**config.mk**
```make
export PLATFORM = sky130hd
export DESIGN_NAME = slewed_time_of_day_clock_top
export DESIGN_NICKNAME = d
export VERILOG_FILES = /design/src/rtl/core/stdc_pkg.sv /design/src/rtl/core/slewed_time_of_day_clock_top.sv
export VERILOG_INCLUDE_DIRS = /design/src /design/src/rtl/core
export SDC_FILE = /design/constraint.sdc
export NUM_CORES = 1
export LEC_CHECK = 0
export BUFFER_PORTS_ARGS = -buffer_cell sky130_fd_sc_hd__buf_2
export CAP_MARGIN = 15
export CORE_MARGIN = 5
export CORE_UTILIZATION = 53
export CTS_CLUSTER_DIAMETER = 80
export DETAILED_ROUTE_END_ITERATION = 6
export GPL_TIMING_DRIVEN = 0
export PLACE_DENSITY_LB_ADDON = 0.2
export SLEW_MARGIN = 20
export SYNTH_ARGS = -nofsm -noshare
export SYNTH_HDL_FRONTEND = slang
export SYNTH_SLANG_ARGS = --single-unit
```
**constraint.sdc**
```tcl
create_clock -name i_clk -period 23.8 [get_ports i_clk]
set_input_delay 1.19 -clock i_clk [delete_from_list [all_inputs] [get_ports i_clk]]
set_output_delay 1.19 -clock i_clk [all_outputs]
set_load 0.005 [all_outputs]
```
**src/rtl/core/slewed_time_of_day_clock_top_macros.svh**
```systemverilog
// Assertion macros for the slewed time-of-day clock.
`ifndef SLEWED_TIME_OF_DAY_CLOCK_TOP_MACROS_SVH
`define SLEWED_TIME_OF_DAY_CLOCK_TOP_MACROS_SVH

// Same-cycle implication, disabled during reset.
`define STDC_ASSERT_NOW(label, clk, rst_n, ante, cons) \
    label: assert property (@(posedge clk) disable iff (!(rst_n)) (ante) |-> (cons)) \
        else $error("same-cycle check failed");

// Next-cycle implication, disabled during reset.
`define STDC_ASSERT_NEXT(label, clk, rst_n, ante, cons) \
    label: assert property (@(posedge clk) disable iff (!(rst_n)) (ante) |=> (cons)) \
        else $error("next-cycle check failed");

`endif

```
**src/rtl/core/stdc_pkg.sv**
```systemverilog
// Package: codes, widths and constants of the slewed time-of-day clock.
`default_nettype none
package stdc_pkg;

    // Field widths
    localparam int OPCODE_W    = 3;
    localparam int SEC_W       = 32;
    localparam int USEC_IN_W   = 21;
    localparam int COUNTDOWN_W = 20;
    localparam int USEC_W      = 22;
    localparam int RES_W       = 21;
    localparam int RTC_W       = 21;
    localparam int STEP_W      = 16;
    localparam int TRIM_W      = 12;
    localparam int SUM_W       = 24;

    // Configuration port
    localparam int CFG_IDX_W  = 2;
    localparam int CFG_DATA_W = 16;

    localparam logic [CFG_IDX_W-1:0] REG_STEP_USEC      = 2'd0;
    localparam logic [CFG_IDX_W-1:0] REG_REMAINDER_TRIM = 2'd1;
    localparam logic [CFG_IDX_W-1:0] REG_TRIM_ENABLE    = 2'd2;

    typedef logic [OPCODE_W-1:0] t_opcode;

    localparam t_opcode OP_TICK     = 3'd0;
    localparam t_opcode OP_LOAD_RES = 3'd1;
    localparam t_opcode OP_STEP_ADJ = 3'd2;
    localparam t_opcode OP_ARM_RTC  = 3'd3;
    localparam t_opcode OP_READ     = 3'd4;

    localparam int DEF_STEPS_PER_SECOND = 2000;

    // Reset values
    localparam logic [STEP_W-1:0]        STEP_USEC_RST = 16'd500;
    localparam logic signed [USEC_W-1:0] USEC_RST      = 22'sd250000;

    // Arithmetic limits
    localparam logic signed [RES_W-1:0] SLEW_LIMIT   = 21'sd250;
    localparam logic signed [SUM_W-1:0] USEC_PER_SEC = 24'sd1000000;
    localparam logic signed [SUM_W-1:0] USEC_SAT_LOW  = -24'sd1000000;
    localparam logic signed [SUM_W-1:0] USEC_SAT_HIGH = 24'sd1999999;

endpackage
`default_nettype wire

```
**src/rtl/core/slewed_time_of_day_clock_top.sv**
```systemverilog
// Top level: slewed time-of-day clock with step trim, dither, slew and RTC countdown.
//
// Usage
//  - Input channel (i_in_valid / o_in_stall) carries one command per transfer:
//    tick, load residual, step adjust, arm RTC write, or read.
//  - Output channel (o_out_valid / i_out_stall) returns one result per command:
//    seconds and microseconds after the command, and the RTC fire flag.
//  - Configuration: i_cfg_we writes i_cfg_data to register i_cfg_index
//    (0 step_usec, 1 remainder_trim, 2 trim_enable) at the clock edge; write
//    only while no command is in flight.
//  - Result: registered, and shown in the cycle after the input transfer.
//  - Throughput: one command per cycle unless stalled; the whole update is one
//    adder/compare stage between the clock state registers and the result register.
//  - Stall: the result register holds while i_out_stall is high; the input is
//    stalled only when the result register is full and the receiver stalls.
//  - Reset (synchronous, active low): time 0 s / 250000 us, epoch at
//    STEPS_PER_SECOND, residual and countdown cleared, step_usec 500,
//    trim off; no result pending.
`default_nettype none
`include "slewed_time_of_day_clock_top_macros.svh"
module slewed_time_of_day_clock_top #(
    parameter int STEPS_PER_SECOND = stdc_pkg::DEF_STEPS_PER_SECOND
) (
    input  wire logic                                   i_clk,
    input  wire logic                                   i_rst_n,
    // command channel
    input  wire logic                                   i_in_valid,
    output logic                                        o_in_stall,
    input  wire stdc_pkg::t_opcode                      i_opcode,
    input  wire logic signed [stdc_pkg::SEC_W-1:0]      i_sec_delta,
    input  wire logic signed [stdc_pkg::USEC_IN_W-1:0]  i_usec_value,
    input  wire logic [stdc_pkg::COUNTDOWN_W-1:0]       i_countdown_usec,
    // result channel
    output logic                                        o_out_valid,
    input  wire logic                                   i_out_stall,
    output logic [stdc_pkg::SEC_W-1:0]                  o_seconds,
    output logic signed [stdc_pkg::USEC_W-1:0]          o_micros,
    output logic                                        o_rtc_fire,
    // configuration write port
    input  wire logic                                   i_cfg_we,
    input  wire logic [stdc_pkg::CFG_IDX_W-1:0]         i_cfg_index,
    input  wire logic [stdc_pkg::CFG_DATA_W-1:0]        i_cfg_data
);
    import stdc_pkg::*;

    // Epoch counter holds 1..STEPS_PER_SECOND
    localparam int EPOCH_W = $clog2(STEPS_PER_SECOND + 1);
    // Signed compare width covering the epoch value and the negated trim
    localparam int CMP_W   = ((EPOCH_W > TRIM_W) ? EPOCH_W : TRIM_W) + 2;
    localparam logic [EPOCH_W-1:0] EPOCH_RELOAD = EPOCH_W'(STEPS_PER_SECOND);

    // configuration registers
    logic [STEP_W-1:0]        r_step_usec;
    logic signed [TRIM_W-1:0] r_remainder_trim;
    logic                     r_trim_enable;

    // clock state
    logic [SEC_W-1:0]         r_sec_count,     n_sec_count;
    logic signed [USEC_W-1:0] r_usec_count,    n_usec_count;
    logic [EPOCH_W-1:0]       r_epoch_count,   n_epoch_count;
    logic signed [RES_W-1:0]  r_residual,      n_residual;
    logic                     r_rtc_pending,   n_rtc_pending;
    logic signed [RTC_W-1:0]  r_rtc_countdown, n_rtc_countdown;
    logic                     n_fire;

    // result register
    logic                     r_out_valid;
    logic [SEC_W-1:0]         r_seconds;
    logic signed [USEC_W-1:0] r_micros;
    logic                     r_rtc_fire;

    logic in_xfer;

    // tick datapath
    logic signed [RTC_W-1:0]  tick_countdown;
    logic                     tick_fire;
    logic [EPOCH_W-1:0]       epoch_dec;
    logic signed [CMP_W-1:0]  epoch_cmp;
    logic signed [CMP_W-1:0]  trim_cmp;
    logic signed [CMP_W-1:0]  trim_neg;
    logic signed [SUM_W-1:0]  dither;
    logic signed [RES_W-1:0]  slew;
    logic signed [SUM_W-1:0]  tick_sum;
    logic signed [SUM_W-1:0]  adj_sum;

    // handshake: the result register frees up when its transfer completes
    assign o_in_stall = r_out_valid && i_out_stall;
    assign in_xfer    = i_in_valid && !o_in_stall;

    always_ff @(posedge i_clk) begin
        if (!i_rst_n) begin
            r_step_usec      <= STEP_USEC_RST;
            r_remainder_trim <= '0;
            r_trim_enable    <= 1'b0;
        end else if (i_cfg_we) begin
            case (i_cfg_index)
                REG_STEP_USEC:      r_step_usec      <= i_cfg_data[STEP_W-1:0];
                REG_REMAINDER_TRIM: r_remainder_trim <= signed'(i_cfg_data[TRIM_W-1:0]);
                REG_TRIM_ENABLE:    r_trim_enable    <= i_cfg_data[0];
                default: begin
                end
            endcase
        end
    end

    // RTC countdown: fires once it reaches zero or below
    assign tick_countdown = r_rtc_countdown - signed'(RTC_W'(r_step_usec));
    assign tick_fire      = r_rtc_pending && (tick_countdown <= 0);

    // Dither over the epoch; none on the reload tick
    assign epoch_dec = r_epoch_count - 1'b1;
    assign epoch_cmp = signed'({{(CMP_W-EPOCH_W){1'b0}}, epoch_dec});
    assign trim_cmp  = {{(CMP_W-TRIM_W){r_remainder_trim[TRIM_W-1]}}, r_remainder_trim};
    assign trim_neg  = -trim_cmp;

    always_comb begin
        dither = '0;
        if (r_trim_enable && (epoch_dec != '0)) begin
            if (epoch_cmp <= trim_cmp) begin
                dither = SUM_W'(1);
            end else if (epoch_cmp <= trim_neg) begin
                dither = -SUM_W'(1);
            end
        end
    end

    // Slew of the residual, clamped
    always_comb begin
        if (r_residual > SLEW_LIMIT) begin
            slew = SLEW_LIMIT;
        end else if (r_residual < -SLEW_LIMIT) begin
            slew = -SLEW_LIMIT;
        end else begin
            slew = r_residual;
        end
    end

    assign tick_sum = SUM_W'(r_usec_count) + signed'(SUM_W'(r_step_usec)) + dither
                    + SUM_W'(slew);
    assign adj_sum  = SUM_W'(r_usec_count) + SUM_W'(i_usec_value);

    always_comb begin
        n_sec_count     = r_sec_count;
        n_usec_count    = r_usec_count;
        n_epoch_count   = r_epoch_count;
        n_residual      = r_residual;
        n_rtc_pending   = r_rtc_pending;
        n_rtc_countdown = r_rtc_countdown;
        n_fire          = 1'b0;
        case (i_opcode)
            OP_TICK: begin
                if (r_rtc_pending) begin
                    n_rtc_countdown = tick_countdown;
                end
                if (tick_fire) begin
                    n_rtc_pending = 1'b0;
                end
                n_fire = tick_fire;
                if (r_trim_enable) begin
                    n_epoch_count = (epoch_dec == '0) ? EPOCH_RELOAD : epoch_dec;
                end
                n_residual = r_residual - slew;
                // single carry in either direction
                if (tick_sum < 0) begin
                    n_sec_count  = r_sec_count - 1'b1;
                    n_usec_count = USEC_W'(tick_sum + USEC_PER_SEC);
                end else if (tick_sum >= USEC_PER_SEC) begin
                    n_sec_count  = r_sec_count + 1'b1;
                    n_usec_count = USEC_W'(tick_sum - USEC_PER_SEC);
                end else begin
                    n_usec_count = USEC_W'(tick_sum);
                end
            end
            OP_LOAD_RES: begin
                n_residual = i_usec_value;
            end
            OP_STEP_ADJ: begin
                // saturate, carry deferred to next tick
                if (adj_sum < USEC_SAT_LOW) begin
                    n_usec_count = USEC_W'(USEC_SAT_LOW);
                end else if (adj_sum > USEC_SAT_HIGH) begin
                    n_usec_count = USEC_W'(USEC_SAT_HIGH);
                end else begin
                    n_usec_count = USEC_W'(adj_sum);
                end
                n_sec_count = r_sec_count + i_sec_delta;
            end
            OP_ARM_RTC: begin
                n_rtc_countdown = signed'(RTC_W'(i_countdown_usec));
                n_rtc_pending   = 1'b1;
            end
            OP_READ: begin
            end
            default: begin
                // spare codes read only
            end
        endcase
    end

    always_ff @(posedge i_clk) begin
        if (!i_rst_n) begin
            r_sec_count     <= '0;
            r_usec_count    <= USEC_RST;
            r_epoch_count   <= EPOCH_RELOAD;
            r_residual      <= '0;
            r_rtc_pending   <= 1'b0;
            r_rtc_countdown <= '0;
        end else if (in_xfer) begin
            r_sec_count     <= n_sec_count;
            r_usec_count    <= n_usec_count;
            r_epoch_count   <= n_epoch_count;
            r_residual      <= n_residual;
            r_rtc_pending   <= n_rtc_pending;
            r_rtc_countdown <= n_rtc_countdown;
        end
    end

    always_ff @(posedge i_clk) begin
        if (!i_rst_n) begin
            r_out_valid <= 1'b0;
        end else if (in_xfer) begin
            r_out_valid <= 1'b1;
        end else if (!i_out_stall) begin
            r_out_valid <= 1'b0;
        end
    end

    always_ff @(posedge i_clk) begin
        if (in_xfer) begin
            r_seconds  <= n_sec_count;
            r_micros   <= n_usec_count;
            r_rtc_fire <= n_fire;
        end
    end

    assign o_out_valid = r_out_valid;
    assign o_seconds   = r_seconds;
    assign o_micros    = r_micros;
    assign o_rtc_fire  = r_rtc_fire;

    // epoch never sits at zero and never passes the reload value
    `STDC_ASSERT_NOW(a_epoch_range, i_clk, i_rst_n, 1'b1, (r_epoch_count != '0) && (r_epoch_count <= EPOCH_RELOAD))
    // microseconds stay inside the saturation window
    `STDC_ASSERT_NOW(a_usec_range, i_clk, i_rst_n, 1'b1, (SUM_W'(r_usec_count) >= USEC_SAT_LOW) && (SUM_W'(r_usec_count) <= USEC_SAT_HIGH))
    // only a tick can raise the fire flag
    `STDC_ASSERT_NEXT(a_fire_on_tick, i_clk, i_rst_n, in_xfer && (i_opcode != OP_TICK), !o_rtc_fire)
    // a fire disarms the countdown
    `STDC_ASSERT_NEXT(a_fire_disarms, i_clk, i_rst_n, in_xfer && n_fire, !r_rtc_pending && o_rtc_fire)

endmodule
`default_nettype wire

```
==> flow_summary_export.csv, run 1 <==
group,metric,value,unit
route,finalWirelength,72710,µm
cts,htree_levels,4,
cells_and_area,final_cell_mix,"nand2_1, a21oi_1, nor2_1",
sta,rsz0062_at_grt,"no",
route,drt-initial-drc-count,2433,
sta,final.setup.tns,0,ns
cts,clock_sinks,193,
cells_and_area,drive_above_1_share,0.09826,
grt,grt_pass1_wl,108800,µm
pwr,power.internal,0.8386,mW
worst_setup_path,worstPathArrival,10.76,ns
pwr,p_clk_frac,0.191,
grt,grt_use_met3,0.09637,
place,placed_area,0.01993,mm²
cells_and_area,fillers,3264,
cts,root_buffer,"clkbuf_16",
sta,period_share,0.4444,
worst_setup_path,r2r_end,"o_micros[10]",
route,ant_nets,0,
place,io_buffers,152,
pwr,powerDensity,78.60,mW/mm²
worst_setup_path,crit_type,"flop to flop",
grt,grt.met2_usage,0.5126,
worst_setup_path,crit_top_cell,"a21oi_1",
cts,insertion_delay,0.48,ns
synthesis,syn_nets,2638,
status,status,"finished, violations left",
worst_setup_path,r2r-start,"r_epoch_count[2]",
worst_setup_path,r2r_slack,13.22,ns
route,drc_errors,3,
sta,fmax,94.54,MHz
route,dr.pass1.iters,7,
sta,tightest_slew,1.236,ns
cts,post_cts_buffers,0,
worst_setup_path,cp-start-kind,"flop",
synthesis,ys_ff_latch,193,
sta,slew_violations,0,
worst_setup_path,critPathMaxStageDelay,0.71,ns
cells_and_area,fin_nets,2811,
grt,grt_use_total,0.3613,
die,ioPinCount,156,
hold_path,hold_end,"r_step_usec[11]",
cts,cts_tree,"done",
worst_setup_path,critical-path-slowest-cell,"o31ai_2",
grt,overflow,0,
synthesis,synth_edf_count,55,
grt,grt_max_degree,65,
sta,relSlewSlack,0.1685,
pwr,switching_share,0.4806,
synthesis,ys.flop_type,"dfxtp_1",
hold_path,hp-class,"flop to flop",
synthesis,synthCells,2348,
grt,antenna_found_initial,2,
synthesis,syn_area,0.01857,mm²
cells_and_area,design_area,0.02054,mm²
status,violations,"DRC",
pwr,ir_worst_vdd,0.06469,mV
synthesis,yosysUniqueCellTypes,95,
cells_and_area,fin_util,0.5947,
die,die_area,0.03888,mm²
pwr,p_sw,0.7759,mW
cells_and_area,final_common_cell,"nand2_1",
pwr,p_leak,8.497,nW
synthesis,yosysWarnings,0,
grt,top_usage_layer,"met1",
hold_path,min-delay-start,"r_step_usec[11]",
die,rows,68,
synthesis,syn_avg_cell_area,7.910,µm²
grt,first_global_vias,18180,
cts,cts_buffers,17,
sta,setup_violations,0,
sta,hold_viol,0,
synthesis,async_reset_ff_frac,0,
cts,cts_buffer_depth,2,
cells_and_area,synthToLayoutAreaGrowth,10.61,%
sta,fin_crit,10.58,ns
worst_setup_path,r2r_cells,33,
cts,ctsHoldBuffers,0,
die,die_x,197.2,µm
place,place_congestion,1.048,
die,die_h,197.2,µm
pwr,p_seq_frac,0.238,
synthesis,ys_seq_area_frac,0.2377,
worst_setup_path,cp.required,23.98,ns
place,dpl.hpwl,56490,µm
worst_setup_path,cp-end-kind,"flop",
die,core,0.03454,mm²
hold_path,hold_depth,2,
cts,clk_pin_slew,0.08,ns
pwr,finalPower,1.615,mW
route,routed-via-count,19950,
route,viasPerCell,6.668,
cts,cts_resized,0,
flow_run,drv_cap,0,
die,initial_core_util,0.5376,
route,routedWlPerCell,24.30,µm
worst_setup_path,critPathMaxFanout,10,
pwr,p_comb_frac,0.571,
sta,fin_skew,0.01666,ns
grt,grt_use_met1,0.5256,
-- Yosys cell counts, drive strengths merged, types with 19 or more instances --
cell	number	area share
a21o	44	0.018
a211oi	39	0.016
o211ai	38	0.016
dfxtp	138	0.15
or3	24	0.0089
mux2i	36	0.019
xor2	37	0.017
a31oi	31	0.011
nor3	79	0.022
edfxtp	55	0.089
xnor2	86	0.041
o21a	30	0.012
nand4	25	0.0084
inv	154	0.031
clkbuf	99	0.020
nor4	19	0.0064
nand3	71	0.019
o21ai	154	0.042
ha	149	0.10
fa	42	0.045
o31ai	19	0.0079
and2	21	0.0071
and3	30	0.010
o221ai	19	0.0090
nand2	235	0.047
nor2	158	0.032
a21oi	200	0.054
-- layer usage --
layer	wire length, µm	vias up	share of wire
li1	-	9113	-
met1	31170	9409	0.43
met2	29570	1222	0.41
met3	9033	206	0.12
met4	2878	2	0.040
met5	61	-	0.00084
-- sequential cells by signal, indices dropped and copies added, names as in the netlist --
name / flops
r_step_usec: 16
r_rtc_countdown: 21
o_micros: 22
r_residual: 21
r_rtc_pending: 1
o_rtc_fire: 1
r_epoch_count: 11
r_remainder_trim: 12
r_usec_count: 22
o_out_valid: 1
o_seconds: 32
r_trim_enable: 1
r_sec_count: 32
-- worst max-delay path: cells and delay by family (launching register included) --
family                     cells  cell delay (ns)
xor gates and xnor gates       2             0.83
and+or+nand+nor                9             2.66
DFF                            1             0.37
buffers and inverters          2             0.44
AOI/OAI and AO/OA             14             3.60
adders and majority gates      6             2.35
-- worst max path at each step --
stage / start / endpoint / slack (ns) / cells after the start
floorplan: r_epoch_count[2] / o_seconds[15] / 14.34 / 33
global placement: r_epoch_count[2] / o_micros[18] / 12.21 / 33
detailed placement: r_epoch_count[2] / o_micros[18] / 13.61 / 33
CTS: r_epoch_count[2] / o_micros[18] / 13.52 / 33
global route: r_epoch_count[0] / o_micros[18] / 12.81 / 34
finish: r_epoch_count[2] / o_micros[10] / 13.22 / 33
-- cell type report --
cell class	instances	area (µm²)	area share
Clock buffer	17	425.4	0.02071
Multi-Input combinational cell	1889	13140	0.6398
Antenna cell	3	7.507	0.0003655
Buffer	112	449.2	0.02187
Inverter	154	578.1	0.02814
Sequential cell	193	4414	0.2149
Clock inverter	15	172.7	0.008405
Timing Repair Buffer	154	783.3	0.03813
Tap cell	455	569.3	0.02771
-- power by group through the flow --
stage / Combinational, mW / Clock (mW) / Sequential (mW)
after floorplan: 0.631 / 0 / 0.385
after global placement: 0.877 / 0 / 0.390
after detailed placement: 0.884 / 0 / 0.391
after CTS: 0.890 / 0.308 / 0.383
after global routing: 0.997 / 0.324 / 0.386
final: 0.922 / 0.309 / 0.384
-- cells by family after synthesis --
family                     synth area share
muxes                               0.02183
xor gates and xnor gates            0.05801
DFF                                  0.2377
and+or+nand+nor                      0.1969
adders and majority gates            0.1457
buffers and inverters               0.05524
AOI/OAI and AO/OA                    0.2847
-- per-stage QoR --
| stage | hold slack [ns] | std cells | setup WS, ns |
|---|---|---|---|
| final | 0.4602 | 2992 | 13.22 |
| after global routing | 0.4712 | 2989 | 12.81 |
| after CTS | 0.4587 | 2989 | 13.52 |
| after detailed placement | 0.4480 | 2957 | 13.61 |
| after global placement | 0.4459 | 2955 | 12.21 |
| after floorplan | 0.4356 | 2348 | 14.34 |
Note: power is estimated with default switching activity, not from simulation.
==> inputs of run 2 (changes only) <==
- clock period: 23.8 -> 10.7 ns (I/O delays scaled with it)
==> run 2 against run 1 <==
Net effect: the run now ends clean; global-route usage did not move; utilization is essentially flat; final area barely moved; die area did not move; first-iteration DRC count rose by 5.9%; final cell count shrank 0.10%; critical path type unchanged.
==> flow_summary_export.csv, run 2 (synthesis gave the netlist of run 1 again) <==
group,metric,value,unit
status,status,"finished, final reports clean",
sta,tightest_slew,1.252,ns
sta,fin_crit,10.26,ns
worst_setup_path,critPathMaxStageDelay,0.60,ns
die,rows,68,
worst_setup_path,cp-start-kind,"flop",
grt,grt_use_total,0.3613,
hold_path,hold_depth,2,
cts,root_buffer,"clkbuf_16",
cells_and_area,design_area,0.02055,mm²
grt,antenna_found_initial,2,
pwr,p_leak,8.500,nW
cts,htree_levels,4,
sta,setup_violations,0,
worst_setup_path,crit_top_cell,"a21oi_1",
worst_setup_path,cp-end-kind,"flop",
worst_setup_path,crit_type,"flop to flop",
die,initial_core_util,0.5376,
die,die_area,0.03888,mm²
cells_and_area,fin_cells,2989,
sta,hold_viol,0,
route,drt-initial-drc-count,2577,
worst_setup_path,r2r_cells,33,
place,dpl.hpwl,56490,µm
cts,insertion_delay,0.48,ns
cells_and_area,drive_above_1_share,0.09905,
worst_setup_path,critPathMaxFanout,10,
sta,rsz0062_at_grt,"no",
grt,grt_max_degree,65,
place,placed_area,0.01993,mm²
grt,overflow,0,
die,die_x,197.2,µm
sta,relSlewSlack,0.1577,
grt,first_global_vias,18180,
place,io_buffers,152,
route,viasPerCell,6.688,
worst_setup_path,critical-path-slowest-cell,"or4b_2",
die,core,0.03454,mm²
cts,cts_tree,"done",
worst_setup_path,worstPathArrival,10.45,ns
sta,timing.final.ws_setup,0.4352,ns
sta,period_share,0.9593,
worst_setup_path,critPathLaunch,"r_epoch_count[2]",
worst_setup_path,cp.required,10.88,ns
worst_setup_path,r2r-start,"r_epoch_count[2]",
cells_and_area,fillers,3262,
hold_path,min-delay-start,"i_in_valid",
route,finalWirelength,72750,µm
cts,clk_pin_slew,0.08,ns
cells_and_area,antenna_cells,0,
die,ioPinCount,156,
cts,cts_buffer_depth,2,
sta,final.setup.tns,0,ns
sta,fmax,97.42,MHz
route,routedWlPerCell,24.34,µm
sta,slew_violations,0,
pwr,powerDensity,175.5,mW/mm²
route,dr.pass1.iters,7,
flow_run,drv_cap,0,
cells_and_area,synthToLayoutAreaGrowth,10.68,%
cts,clock_sinks,193,
route,drc_errors,0,
cells_and_area,fin_nets,2811,
place,dp.cells,2957,
hold_path,hp-class,"input pin to flop",
cts,ctsHoldBuffers,0,
cells_and_area,final_common_cell,"nand2_1",
route,ant_nets,0,
place,place_congestion,1.048,
pwr,ir_worst_vdd,0.1463,mV
cts,post_cts_buffers,0,
route,routed-via-count,19990,
die,die_h,197.2,µm
sta,fin_skew,0.01666,ns
cts,cts_buffers,17,
place,place_ws,0.5088,ns
cells_and_area,final_cell_mix,"nand2_1, a21oi_1, nor2_1",
grt,grt_pass1_wl,108800,µm
==> run 2: routing by layer <==
metal,vias up,share of wire,GRT usage
met5,-,0.00084,0
li1,9111,-,-
met3,218,0.12,0.09637
met1,9418,0.43,0.5256
met2,1241,0.41,0.5126
met4,2,0.041,0.1341
==> run 2: cell type report <==
| cell class | instances | area (µm²) | share of cell area |
|---|---|---|---|
| multi-input combinational | 1889 | 13160 | 0.6404 |
| sequential | 193 | 4414 | 0.2148 |
| timing repair buffer | 154 | 783.3 | 0.03811 |
| inverter | 154 | 578.1 | 0.02812 |
| tap | 455 | 569.3 | 0.02770 |
| buffer | 112 | 449.2 | 0.02185 |
| clock buffer | 17 | 425.4 | 0.02070 |
| clock inverter | 15 | 172.7 | 0.008400 |
==> run 2: final timing paths <==
| check | end | slack (ns) |
|---|---|---|
| worst max-delay path | o_micros[10] | 0.44 |
| worst min-delay path | o_out_valid | 0.27 |
| worst max register to register | o_micros[10] | 0.44 |
| worst min register to register | r_step_usec[13] | 0.46 |
==> run 2: metrics by stage <==
step	power (mW)	utilization	hold slack (ns)
final	3.606	0.5950	0.2748
after global routing	3.805	0.5950	0.2871
after CTS	3.515	0.5944	0.2751
after detailed placement	2.835	0.5771	0.4480
after global placement	2.818	0.5761	0.4459
after floorplan	2.260	-	0.4356
==> run 2: power breakdown <==
group / switching, mW / internal [mW] / leakage (nW) / total (mW)
logic: 1.35 / 0.709 / 6.54 / 2.06
registers: 0.0445 / 0.810 / 1.67 / 0.854
clock network: 0.337 / 0.351 / 0.289 / 0.689
total: 1.74 / 1.87 / 8.50 / 3.61
==> run 2: repair_timing <==
action,in CTS,in global routing
setup endpoints to repair,0,27
resized for setup,0,3
hold endpoints to repair,0,0
==> run 2: worst max-delay path: cells and delay by family, from the launching register on <==
kind            cells  cell delay (ns)
compound gates     14             3.46
simple gates        9             2.67
fa+ha+maj           6             2.34
xor+xnor            2             0.71
buf+inv             2             0.41
flops               1             0.37
